### src/hw/rtl/integer_radix_formatter_core_defines.svh
// ----------------------------------------------------------------------------
// Assertion macros for the integer radix formatter
// Shared macros that keep the concurrent checks short and uniform.
// ----------------------------------------------------------------------------
`ifndef INTEGER_RADIX_FORMATTER_CORE_DEFINES_SVH
`define INTEGER_RADIX_FORMATTER_CORE_DEFINES_SVH

// Same-cycle implication, checked while out of reset.
`define IRF_ASSERT_SAME(label, ante, cons, msg) \
    label: assert property (@(posedge aclk) disable iff (!aresetn) (ante) |-> (cons)) \
        else $error(msg);

// Next-cycle implication, checked while out of reset.
`define IRF_ASSERT_NEXT(label, ante, cons, msg) \
    label: assert property (@(posedge aclk) disable iff (!aresetn) (ante) |=> (cons)) \
        else $error(msg);

`endif

### src/hw/rtl/irf_pkg.sv
// ----------------------------------------------------------------------------
// irf_pkg
// Types, constants and the digit-to-character function of the radix formatter.
// ----------------------------------------------------------------------------
`default_nettype none

package irf_pkg;

    localparam int VALUE_BITS_DEF = 32;
    localparam int MAX_FIELD_DEF  = 63;

    localparam int DIGIT_W   = 6;   // one digit value, also the radix width
    localparam int FIELD_W   = 6;   // field width and minimum digit count
    localparam int LEN_W     = 8;   // character counts of one item
    localparam int DIV_R     = 4;   // quotient bits per divider cycle
    localparam int RADIX_MIN = 2;
    localparam int RADIX_MAX = 36;
    localparam int X_DIGIT   = 33;  // digit value of the x in the prefix

    localparam logic [7:0] CH_SPACE = 8'h20;
    localparam logic [7:0] CH_PLUS  = 8'h2B;
    localparam logic [7:0] CH_MINUS = 8'h2D;
    localparam logic [7:0] CH_ZERO  = 8'h30;
    localparam logic [7:0] CH_UPPER = 8'h41;
    localparam logic [7:0] CH_LOWER = 8'h61;
    localparam logic [7:0] CH_NUL   = 8'h00;

    typedef enum logic [2:0] {
        S_IDLE,
        S_DIV_START,
        S_DIV_WAIT,
        S_SETUP,
        S_EMIT
    } ctrl_state_t;

    typedef enum logic [3:0] {
        PH_LEAD,
        PH_SIGN,
        PH_PFX0,
        PH_PFXX,
        PH_ZPAD,
        PH_PREC,
        PH_DIGS,
        PH_TRAIL,
        PH_ERR
    } phase_t;

    typedef struct packed {
        logic             bad;
        logic             lead_sp;
        logic             trail_sp;
        logic             zpad;
        logic             has_sign;
        logic [7:0]       sign_char;
        logic [1:0]       prefix_len;
        logic             lower;
        logic [LEN_W-1:0] pad;
        logic [LEN_W-1:0] extra;
        logic [LEN_W-1:0] ndig;
        logic [LEN_W-1:0] out_len;
    } fmt_t;

    // Digit value to ASCII, upper or lower case letters above nine.
    function automatic logic [7:0] digit_char(input logic [DIGIT_W-1:0] d,
                                              input logic lower);
        logic [7:0] base;
        if (d < DIGIT_W'(10)) begin
            digit_char = CH_ZERO + 8'(d);
        end else begin
            base = lower ? CH_LOWER : CH_UPPER;
            digit_char = base + 8'(d) - 8'd10;
        end
    endfunction

endpackage

`default_nettype wire

### src/hw/rtl/integer_radix_formatter_core.sv
// Sequence: each digit takes a pass through the shared divider (S_DIV_START, then S_DIV_WAIT),
// then S_SETUP lays out the field, then S_EMIT sends the characters phase by phase.
// Items are taken one at a time; the digit loop and the character count set the time per item,
// and m_ready low stalls the character output.
// The result register frees the input side while the final character waits. aresetn is
// synchronous and active low; it clears the control state and result valid, not the payload.
`default_nettype none
`include "integer_radix_formatter_core_defines.svh"

// ----------------------------------------------------------------------------
// integer_radix_formatter_core
// Formats one integer per item as printf-style ASCII in radix 2 to 36.
// ----------------------------------------------------------------------------
module integer_radix_formatter_core #(
    parameter int VALUE_BITS = irf_pkg::VALUE_BITS_DEF,
    parameter int MAX_FIELD  = irf_pkg::MAX_FIELD_DEF
) (
    input  wire logic                        aclk,
    input  wire logic                        aresetn,
    input  wire logic                        s_valid,
    output logic                             s_ready,
    input  wire logic [VALUE_BITS-1:0]       s_value,
    input  wire logic [irf_pkg::DIGIT_W-1:0] s_radix,
    input  wire logic [irf_pkg::FIELD_W-1:0] s_field_width,
    input  wire logic [irf_pkg::FIELD_W-1:0] s_min_digits,
    input  wire logic                        s_is_signed,
    input  wire logic                        s_left_justify,
    input  wire logic                        s_plus_sign,
    input  wire logic                        s_space_sign,
    input  wire logic                        s_alt_prefix,
    input  wire logic                        s_zero_pad,
    input  wire logic                        s_lower_case,
    output logic                             m_valid,
    input  wire logic                        m_ready,
    output logic [7:0]                       m_char_out,
    output logic                             m_last,
    output logic                             m_bad_radix
);
    import irf_pkg::*;

    // Sequencer state. The item fields are captured when the item is taken.
    ctrl_state_t        state_reg, state_next;
    logic [VALUE_BITS-1:0] mag_reg;
    logic [DIGIT_W-1:0] radix_reg;
    logic [FIELD_W-1:0] fw_reg;
    logic [FIELD_W-1:0] mind_reg;
    logic               bad_reg;
    logic               left_reg;
    logic               zpad_reg;
    logic               lower_reg;
    logic               has_sign_reg;
    logic [7:0]         sign_char_reg;
    logic [1:0]         prefix_len_reg;
    logic [LEN_W-1:0]   ndig_reg;

    logic               accept;
    logic               div_start;
    logic               div_done;
    logic [VALUE_BITS-1:0] div_quot;
    logic [DIGIT_W-1:0] div_rem;
    logic               push;
    logic               emit_start;
    logic               emit_done;
    logic               emit_active;
    logic               pop;
    logic [DIGIT_W-1:0] top_digit;

    // Sign and prefix of the incoming item.
    logic               in_bad;
    logic               in_neg;
    logic [VALUE_BITS-1:0] in_mag;
    logic               in_has_sign;
    logic [7:0]         in_sign_char;
    logic [1:0]         in_prefix_len;

    // Field layout, worked out once the digit count is known.
    logic [LEN_W-1:0]   prec;
    logic [LEN_W-1:0]   need;
    logic [LEN_W-1:0]   total;
    fmt_t               fmt;

    assign accept = s_valid && s_ready;

    always_comb begin
        in_bad = (s_radix < DIGIT_W'(RADIX_MIN)) || (s_radix > DIGIT_W'(RADIX_MAX));
        in_neg = s_is_signed && s_value[VALUE_BITS-1];
        in_mag = in_neg ? (VALUE_BITS'(0) - s_value) : s_value;
        // A minus sign wins over a plus, and a plus wins over a space.
        if (in_neg) begin
            in_has_sign  = 1'b1;
            in_sign_char = CH_MINUS;
        end else if (s_plus_sign) begin
            in_has_sign  = 1'b1;
            in_sign_char = CH_PLUS;
        end else if (s_space_sign) begin
            in_has_sign  = 1'b1;
            in_sign_char = CH_SPACE;
        end else begin
            in_has_sign  = 1'b0;
            in_sign_char = CH_NUL;
        end
        // The alternate prefix exists only for hex and octal.
        if (s_alt_prefix && s_radix == DIGIT_W'(16)) begin
            in_prefix_len = 2'd2;
        end else if (s_alt_prefix && s_radix == DIGIT_W'(8)) begin
            in_prefix_len = 2'd1;
        end else begin
            in_prefix_len = 2'd0;
        end
    end

    // Next-state logic of the sequencer.
    always_comb begin
        state_next = state_reg;
        case (state_reg)
            S_IDLE: begin
                if (accept) begin
                    state_next = in_bad ? S_SETUP : S_DIV_START;
                end
            end
            S_DIV_START: begin
                state_next = S_DIV_WAIT;
            end
            S_DIV_WAIT: begin
                if (div_done) begin
                    state_next = (div_quot == '0) ? S_SETUP : S_DIV_START;
                end
            end
            S_SETUP: begin
                state_next = S_EMIT;
            end
            S_EMIT: begin
                if (emit_done) begin
                    state_next = S_IDLE;
                end
            end
            default: begin
                state_next = S_IDLE;
            end
        endcase
    end

    // Output logic of the sequencer.
    always_comb begin
        s_ready    = (state_reg == S_IDLE);
        div_start  = (state_reg == S_DIV_START);
        push       = (state_reg == S_DIV_WAIT) && div_done;
        emit_start = (state_reg == S_SETUP);
    end

    // The digit count is at least one, since a zero value still yields one digit.
    // Padding fills the field after the sign, the prefix and the zero-padded digits.
    always_comb begin
        prec  = (ndig_reg > LEN_W'(mind_reg)) ? ndig_reg : LEN_W'(mind_reg);
        need  = LEN_W'(has_sign_reg) + LEN_W'(prefix_len_reg) + prec;
        total = (LEN_W'(fw_reg) > need) ? LEN_W'(fw_reg) : need;

        fmt.bad        = bad_reg;
        fmt.lead_sp    = !left_reg && !zpad_reg;
        fmt.trail_sp   = left_reg;
        fmt.zpad       = zpad_reg && !left_reg;
        fmt.has_sign   = has_sign_reg;
        fmt.sign_char  = sign_char_reg;
        fmt.prefix_len = prefix_len_reg;
        fmt.lower      = lower_reg;
        fmt.pad        = (LEN_W'(fw_reg) > need) ? (LEN_W'(fw_reg) - need) : '0;
        fmt.extra      = prec - ndig_reg;
        fmt.ndig       = ndig_reg;
        // Output longer than the field limit is cut; a bad radix gives one character.
        if (bad_reg) begin
            fmt.out_len = LEN_W'(1);
        end else if (total > LEN_W'(MAX_FIELD)) begin
            fmt.out_len = LEN_W'(MAX_FIELD);
        end else begin
            fmt.out_len = total;
        end
    end

    always_ff @(posedge aclk) begin
        if (accept) begin
            mag_reg        <= in_mag;
            radix_reg      <= s_radix;
            fw_reg         <= s_field_width;
            mind_reg       <= s_min_digits;
            bad_reg        <= in_bad;
            left_reg       <= s_left_justify;
            zpad_reg       <= s_zero_pad;
            lower_reg      <= s_lower_case;
            has_sign_reg   <= in_has_sign;
            sign_char_reg  <= in_sign_char;
            prefix_len_reg <= in_prefix_len;
            ndig_reg       <= '0;
        end else if (push) begin
            // The quotient becomes the next dividend; the remainder is a digit.
            mag_reg  <= div_quot;
            ndig_reg <= ndig_reg + 1'b1;
        end
        if (!aresetn) begin
            state_reg <= S_IDLE;
        end else begin
            state_reg <= state_next;
        end
    end

    irf_divider #(
        .VALUE_BITS(VALUE_BITS)
    ) u_divider (
        .aclk      (aclk),
        .aresetn   (aresetn),
        .start     (div_start),
        .dividend  (mag_reg),
        .radix     (radix_reg),
        .done      (div_done),
        .quotient  (div_quot),
        .remainder (div_rem)
    );

    irf_digit_stack #(
        .VALUE_BITS(VALUE_BITS)
    ) u_stack (
        .aclk (aclk),
        .push (push),
        .pop  (pop),
        .din  (div_rem),
        .top  (top_digit)
    );

    irf_emitter u_emitter (
        .aclk        (aclk),
        .aresetn     (aresetn),
        .start       (emit_start),
        .fmt         (fmt),
        .digit       (top_digit),
        .pop         (pop),
        .done        (emit_done),
        .active      (emit_active),
        .m_valid     (m_valid),
        .m_ready     (m_ready),
        .m_char_out  (m_char_out),
        .m_last      (m_last),
        .m_bad_radix (m_bad_radix)
    );

    // An error item is always a single, final, empty character.
    `IRF_ASSERT_SAME(a_bad_is_last, m_valid && m_bad_radix,
                     m_last && (m_char_out == CH_NUL), "bad radix item not final")
    // A new item is only taken once the emitter has let go of the previous one.
    `IRF_ASSERT_SAME(a_ready_idle, s_ready, !emit_active, "input ready while emitter busy")
    // Taking an item closes the input side on the next cycle.
    `IRF_ASSERT_NEXT(a_accept_closes, accept, !s_ready, "input still ready after accept")
    // The digit count cannot outgrow the digit stack.
    `IRF_ASSERT_SAME(a_ndig_bound, state_reg == S_SETUP,
                     ndig_reg <= LEN_W'(VALUE_BITS), "digit count overflow")

endmodule

`default_nettype wire

### src/hw/rtl/irf_divider.sv
// ----------------------------------------------------------------------------
// irf_divider
// Shared restoring divider by the radix, DIV_R quotient bits per cycle.
// ----------------------------------------------------------------------------
`default_nettype none

module irf_divider #(
    parameter int VALUE_BITS = irf_pkg::VALUE_BITS_DEF
) (
    input  wire logic                        aclk,
    input  wire logic                        aresetn,
    input  wire logic                        start,
    input  wire logic [VALUE_BITS-1:0]       dividend,
    input  wire logic [irf_pkg::DIGIT_W-1:0] radix,
    output logic                             done,
    output logic [VALUE_BITS-1:0]            quotient,
    output logic [irf_pkg::DIGIT_W-1:0]      remainder
);
    import irf_pkg::*;

    localparam int STEPS = (VALUE_BITS + DIV_R - 1) / DIV_R;
    localparam int DIV_W = STEPS * DIV_R;
    localparam int CNT_W = $clog2(STEPS + 1);

    logic [DIV_W-1:0]   q_reg, q_next;
    logic [DIGIT_W-1:0] rem_reg, rem_next;
    logic [CNT_W-1:0]   cnt_reg, cnt_next;
    logic               done_reg, done_next;
    logic [DIGIT_W:0]   trial;
    logic               ge;

    // DIV_R dependent compare-subtract steps on a 7-bit partial remainder.
    always_comb begin
        q_next   = q_reg;
        rem_next = rem_reg;
        cnt_next = cnt_reg;
        done_next = 1'b0;
        trial    = '0;
        ge       = 1'b0;
        if (start) begin
            q_next   = DIV_W'(dividend);
            rem_next = '0;
            cnt_next = CNT_W'(STEPS);
        end else if (cnt_reg != '0) begin
            for (int k = 0; k < DIV_R; k++) begin
                trial = {rem_next, q_next[DIV_W-1]};
                ge    = (trial >= {1'b0, radix});
                if (ge) begin
                    trial = trial - {1'b0, radix};
                end
                q_next   = {q_next[DIV_W-2:0], ge};
                rem_next = trial[DIGIT_W-1:0];
            end
            cnt_next  = cnt_reg - 1'b1;
            done_next = (cnt_reg == CNT_W'(1));
        end
    end

    always_ff @(posedge aclk) begin
        q_reg   <= q_next;
        rem_reg <= rem_next;
        if (!aresetn) begin
            cnt_reg  <= '0;
            done_reg <= 1'b0;
        end else begin
            cnt_reg  <= cnt_next;
            done_reg <= done_next;
        end
    end

    assign done      = done_reg;
    assign quotient  = q_reg[VALUE_BITS-1:0];
    assign remainder = rem_reg;

endmodule

`default_nettype wire

### src/hw/rtl/irf_digit_stack.sv
// ----------------------------------------------------------------------------
// irf_digit_stack
// Shift-register stack: digits arrive least significant first, leave reversed.
// ----------------------------------------------------------------------------
`default_nettype none

module irf_digit_stack #(
    parameter int VALUE_BITS = irf_pkg::VALUE_BITS_DEF
) (
    input  wire logic                        aclk,
    input  wire logic                        push,
    input  wire logic                        pop,
    input  wire logic [irf_pkg::DIGIT_W-1:0] din,
    output logic [irf_pkg::DIGIT_W-1:0]      top
);
    import irf_pkg::*;

    logic [DIGIT_W-1:0] stk_reg [VALUE_BITS];

    always_ff @(posedge aclk) begin
        if (push) begin
            stk_reg[0] <= din;
            for (int i = 1; i < VALUE_BITS; i++) begin
                stk_reg[i] <= stk_reg[i-1];
            end
        end else if (pop) begin
            for (int i = 0; i < VALUE_BITS - 1; i++) begin
                stk_reg[i] <= stk_reg[i+1];
            end
        end
    end

    assign top = stk_reg[0];

endmodule

`default_nettype wire

### src/hw/rtl/irf_emitter.sv
// ----------------------------------------------------------------------------
// irf_emitter
// Walks the output phases and drives the result item register.
// ----------------------------------------------------------------------------
`default_nettype none

module irf_emitter (
    input  wire logic                        aclk,
    input  wire logic                        aresetn,
    input  wire logic                        start,
    input  wire irf_pkg::fmt_t               fmt,
    input  wire logic [irf_pkg::DIGIT_W-1:0] digit,
    output logic                             pop,
    output logic                             done,
    output logic                             active,
    output logic                             m_valid,
    input  wire logic                        m_ready,
    output logic [7:0]                       m_char_out,
    output logic                             m_last,
    output logic                             m_bad_radix
);
    import irf_pkg::*;

    fmt_t             fmt_reg;
    logic             active_reg, active_next;
    phase_t           phase_reg, phase_next;
    logic [LEN_W-1:0] cnt_reg, cnt_next;
    logic [LEN_W-1:0] sent_reg, sent_next;
    logic             valid_reg, valid_next;
    logic [7:0]       char_reg;
    logic             last_reg;
    logic             bad_reg;

    logic             slot_free;
    logic             emit;
    logic [7:0]       emit_char;
    logic             emit_last;
    phase_t           following;

    function automatic logic [LEN_W-1:0] phase_count(input phase_t ph, input fmt_t f);
        case (ph)
            PH_LEAD:  phase_count = f.lead_sp ? f.pad : '0;
            PH_SIGN:  phase_count = LEN_W'(f.has_sign);
            PH_PFX0:  phase_count = LEN_W'(f.prefix_len != 2'd0);
            PH_PFXX:  phase_count = LEN_W'(f.prefix_len == 2'd2);
            PH_ZPAD:  phase_count = f.zpad ? f.pad : '0;
            PH_PREC:  phase_count = f.extra;
            PH_DIGS:  phase_count = f.ndig;
            PH_TRAIL: phase_count = f.trail_sp ? f.pad : '0;
            PH_ERR:   phase_count = LEN_W'(1);
            default:  phase_count = '0;
        endcase
    endfunction

    assign slot_free = !valid_reg || m_ready;

    always_comb begin
        case (phase_reg)
            PH_LEAD:  following = PH_SIGN;
            PH_SIGN:  following = PH_PFX0;
            PH_PFX0:  following = PH_PFXX;
            PH_PFXX:  following = PH_ZPAD;
            PH_ZPAD:  following = PH_PREC;
            PH_PREC:  following = PH_DIGS;
            PH_DIGS:  following = PH_TRAIL;
            default:  following = PH_TRAIL;
        endcase
    end

    // Output logic: what goes into the result register this cycle.
    always_comb begin
        emit      = active_reg && slot_free && (cnt_reg != '0);
        emit_last = (sent_reg + 1'b1) == fmt_reg.out_len;
        case (phase_reg)
            PH_LEAD:  emit_char = CH_SPACE;
            PH_SIGN:  emit_char = fmt_reg.sign_char;
            PH_PFX0:  emit_char = CH_ZERO;
            PH_PFXX:  emit_char = digit_char(DIGIT_W'(X_DIGIT), fmt_reg.lower);
            PH_ZPAD:  emit_char = CH_ZERO;
            PH_PREC:  emit_char = CH_ZERO;
            PH_DIGS:  emit_char = digit_char(digit, fmt_reg.lower);
            PH_TRAIL: emit_char = CH_SPACE;
            default:  emit_char = CH_NUL;
        endcase
        pop  = emit && (phase_reg == PH_DIGS);
        done = emit && emit_last;
    end

    // Next-state logic of the phase walk.
    always_comb begin
        active_next = active_reg;
        phase_next  = phase_reg;
        cnt_next    = cnt_reg;
        sent_next   = sent_reg;
        valid_next  = valid_reg && !m_ready;
        if (start) begin
            active_next = 1'b1;
            phase_next  = fmt.bad ? PH_ERR : PH_LEAD;
            cnt_next    = phase_count(fmt.bad ? PH_ERR : PH_LEAD, fmt);
            sent_next   = '0;
        end else if (active_reg && slot_free) begin
            if (cnt_reg == '0) begin
                phase_next = following;
                cnt_next   = phase_count(following, fmt_reg);
            end else begin
                valid_next = 1'b1;
                cnt_next   = cnt_reg - 1'b1;
                sent_next  = sent_reg + 1'b1;
                if (emit_last) begin
                    active_next = 1'b0;
                end
            end
        end
    end

    always_ff @(posedge aclk) begin
        if (start) begin
            fmt_reg <= fmt;
        end
        if (emit) begin
            char_reg <= emit_char;
            last_reg <= emit_last;
            bad_reg  <= fmt_reg.bad;
        end
        phase_reg <= phase_next;
        cnt_reg   <= cnt_next;
        sent_reg  <= sent_next;
        if (!aresetn) begin
            active_reg <= 1'b0;
            valid_reg  <= 1'b0;
        end else begin
            active_reg <= active_next;
            valid_reg  <= valid_next;
        end
    end

    assign active      = active_reg;
    assign m_valid     = valid_reg;
    assign m_char_out  = char_reg;
    assign m_last      = last_reg;
    assign m_bad_radix = bad_reg;

endmodule

`default_nettype wire
### config.mk
export PLATFORM = sky130hd
export DESIGN_NAME = integer_radix_formatter_core
export DESIGN_NICKNAME = d
export VERILOG_FILES = /design/src/hw/rtl/irf_pkg.sv /design/src/hw/rtl/integer_radix_formatter_core.sv /design/src/hw/rtl/irf_divider.sv /design/src/hw/rtl/irf_digit_stack.sv /design/src/hw/rtl/irf_emitter.sv
export VERILOG_INCLUDE_DIRS = /design/src /design/src/hw/rtl
export SDC_FILE = /design/constraint.sdc
export NUM_CORES = 1
export LEC_CHECK = 0
export BUFFER_PORTS_ARGS = -buffer_cell sky130_fd_sc_hd__buf_4
export CAP_MARGIN = 20
export CORE_UTILIZATION = 50
export DETAILED_ROUTE_END_ITERATION = 7
export MAX_ROUTING_LAYER = met4
export PLACE_DENSITY_LB_ADDON = 0.08
export SYNTH_ARGS = -nofsm -noshare
export SYNTH_HDL_FRONTEND = slang
export SYNTH_SLANG_ARGS = --single-unit
### constraint.sdc
create_clock -name aclk -period 7.8 [get_ports aclk]
set_input_delay 1.56 -clock aclk [delete_from_list [all_inputs] [get_ports aclk]]
set_output_delay 1.56 -clock aclk [all_outputs]
set_load 0.02 [all_outputs]
==> metrics.yaml <==
ys_seq_area_share_pct: 58.67
cap_violations: 0
peakVddDrop_v: 0.0004282
fillers: 3090
cts_tree: "built"
num_rows: 70
critPathKind: "flip-flop to flip-flop"
ant_nets: 0
ys.flop_type: "edfxtp_1"
grt_pass1_wl_um: 62230
drive_gt1_share_pct: 16.43
required_ns: 8.21
critPathArrivalTime_ns: 7.73
worst_r2r_path_depth: 32
track_usage_pct: 20.82
worstHoldStart: "sign_char_reg[2]"
setup_violations: 0
clkTransAtPathRegs_ns: 0.05
wl_per_cell_um: 16.72
cp_slowest_cell: "edfxtp_1"
ios: 73
clock_skew_ns: 0.008904
synth_top_cell_area_share_pct: 55.29
syn_inst: 1662
crit_path_frequent_cell: "ha_1"
root_buffer: "clkbuf_16"
status: "completed"
rsz0062_at_grt: "false"
post-route-drc-count: 0
rrSetupSlack_ns: 0.47
fin_hold_ws_ns: 0.4158
start_util_pct: 51.26
gp_congestion: 0.8564
p_leak_nw: 8.024
finalWirelength_um: 38030
hp-class: "flip-flop to flip-flop"
fmax_mhz: 136.5
die_area_um2: 38580
htreeDepth: 2
io_buffers: 72
avgViaCountPerCell: 5.398
ys_ff_latch: 380
holdPathEnd: "u_emitter.fmt_reg[37]"
post-dp-hpwl_um: 25340
period_minus_slack_ns: 7.326
die_x_um: 196.4
critPathMaxStageDelay_ns: 0.38
grt_max_degree: 126
ys_types: 67
die_h_um: 196.4
final_core_util_pct: 57.91
worst_slew_pin_slew_ns: 0.9800
clkLatencyLatePin_ns: 0.55
antenna_cells: 0
synth_common_cells: "nand2_1, edfxtp_1, nor2_1, mux2_2, a21oi_1"
antenna_found_initial: 0
slew_violations: 0
reg2reg_to: "u_divider.remainder[3]"
seq_area_um2: 11090
largest_reg_flops: 192
pwr_density_cell_nw_per_um2: 364.8
synth_area_um2: 18900
min_period_over_period_pct: 93.92
grt_pass1_vias: 11920
syn_to_final_growth_pct: 12.96
fin_setup_tns_ns: 0
cts_hold_buffers: 0
core-area_um2: 36870
syn_area_per_cell_um2: 11.37
multi_input_area_um2: 7401
grt_overflow_total: 0
clockBufferDepth: 3
initialDrtViolationCount: 916
rr_startpoint: "radix_reg[2]"
maxSlewHeadroom_pct: 34.17
cp_max_fo: 10
cp-start-kind: "flip-flop"
netlist_top_cells_area: "edfxtp_1, nand2_1, mux2_2"
postCtsSetupBuffers: 0
async_flop_share_pct: 0
clkSinkCount: 380
synth_area_leader_cell: "edfxtp_1"
setup.worst_path.end_class: "flip-flop"
fin_nets: 1867
firstDrtPassIters: 8
yosys_warnings: 0
min_path_cells: 0
yosysMostFrequentCell: "nand2_1"
cts_buffers: 42
synth_edf_count: 348
hold_violations: 0
vias: 12280
cell families after synthesis:
logic type,after synthesis,synth area share (%)
other cells,1,0.01984
simple gates,643,14.68
mux,135,7.930
xor+xnor,80,3.707
flops,380,58.67
fa+ha+maj,68,4.859
buf+inv,126,2.621
compound gates,229,7.507
final cells by class:
cell class	instances	share of cell area, %
sequential	380	51.94
multi-input combinational	1158	34.66
clock buffer	58	5.503
timing repair buffer	92	3.293
tap	504	2.953
inverter	64	1.125
clock inverter	19	0.5215
timing repair:
item	CTS	global route
pin swaps	0	3
resized for setup	1	11
setup endpoints to repair	3	7
endpoints found under the hold margin	0	0
layer usage:
metal  vias up  track usage, %  routed length [um]
met3        52           2.738                1494
met5         -               -                   0
li1       6086               -                   -
met2       229           31.17               17150
met1      5913           29.43               18590
met4         0           6.829                 790
worst max-delay path by stage:
stage	start	to	slack, ns	cells past startpoint
detailed placement	radix_reg[2]	u_divider.remainder[3]	0.03	32
CTS	radix_reg[2]	u_divider.remainder[3]	0.1	32
global placement	radix_reg[2]	u_divider.remainder[3]	0.11	32
floorplan	radix_reg[1]	u_divider.remainder[1]	0.21	34
global route	radix_reg[1]	u_divider.remainder[3]	0.01	32
finish	radix_reg[2]	u_divider.remainder[3]	0.47	32
report_power, final:
group	total [mW]	leakage, nW	switching [mW]	internal, mW
clock	1.86	0.621	0.781	1.08
combinational	3.19	3.95	1.72	1.47
sequential	2.73	3.46	0.166	2.57
cell usage in the layout (no fill, tap or decap), types with 19 or more instances in the layout:
cell,instances
nand2_1,387
edfxtp_1,348
nor2_1,120
mux2_2,114
buf_4,91
a21oi_1,87
inv_1,61
ha_1,59
o21ai_0,53
xnor2_1,51
clkbuf_16,45
dfxtp_1,32
xor2_1,29
mux2i_1,19
critical path, delay by kind of cell (launching register included):
family	cells	cell delay [ns]
and+or+nand+nor	6	1.18
muxes	5	1.33
AOI/OAI and AO/OA	14	2.62
buffers and inverters	3	0.51
DFF	1	0.38
adders and majority gates	4	1.17
through the flow:
stage                     cell area (um2)  instances  power [mW]  worst slack [ns]
final                               21350       2275       7.788            0.4742
after global routing                21350       2275       8.296          0.009901
after global placement              20030       2198       5.830            0.1118
after detailed placement            20030       2198       5.882           0.03326
after floorplan                     18910       1664       5.185            0.2100
after CTS                           21320       2275       7.794           0.09679
Power figures use the tool's default switching activity.
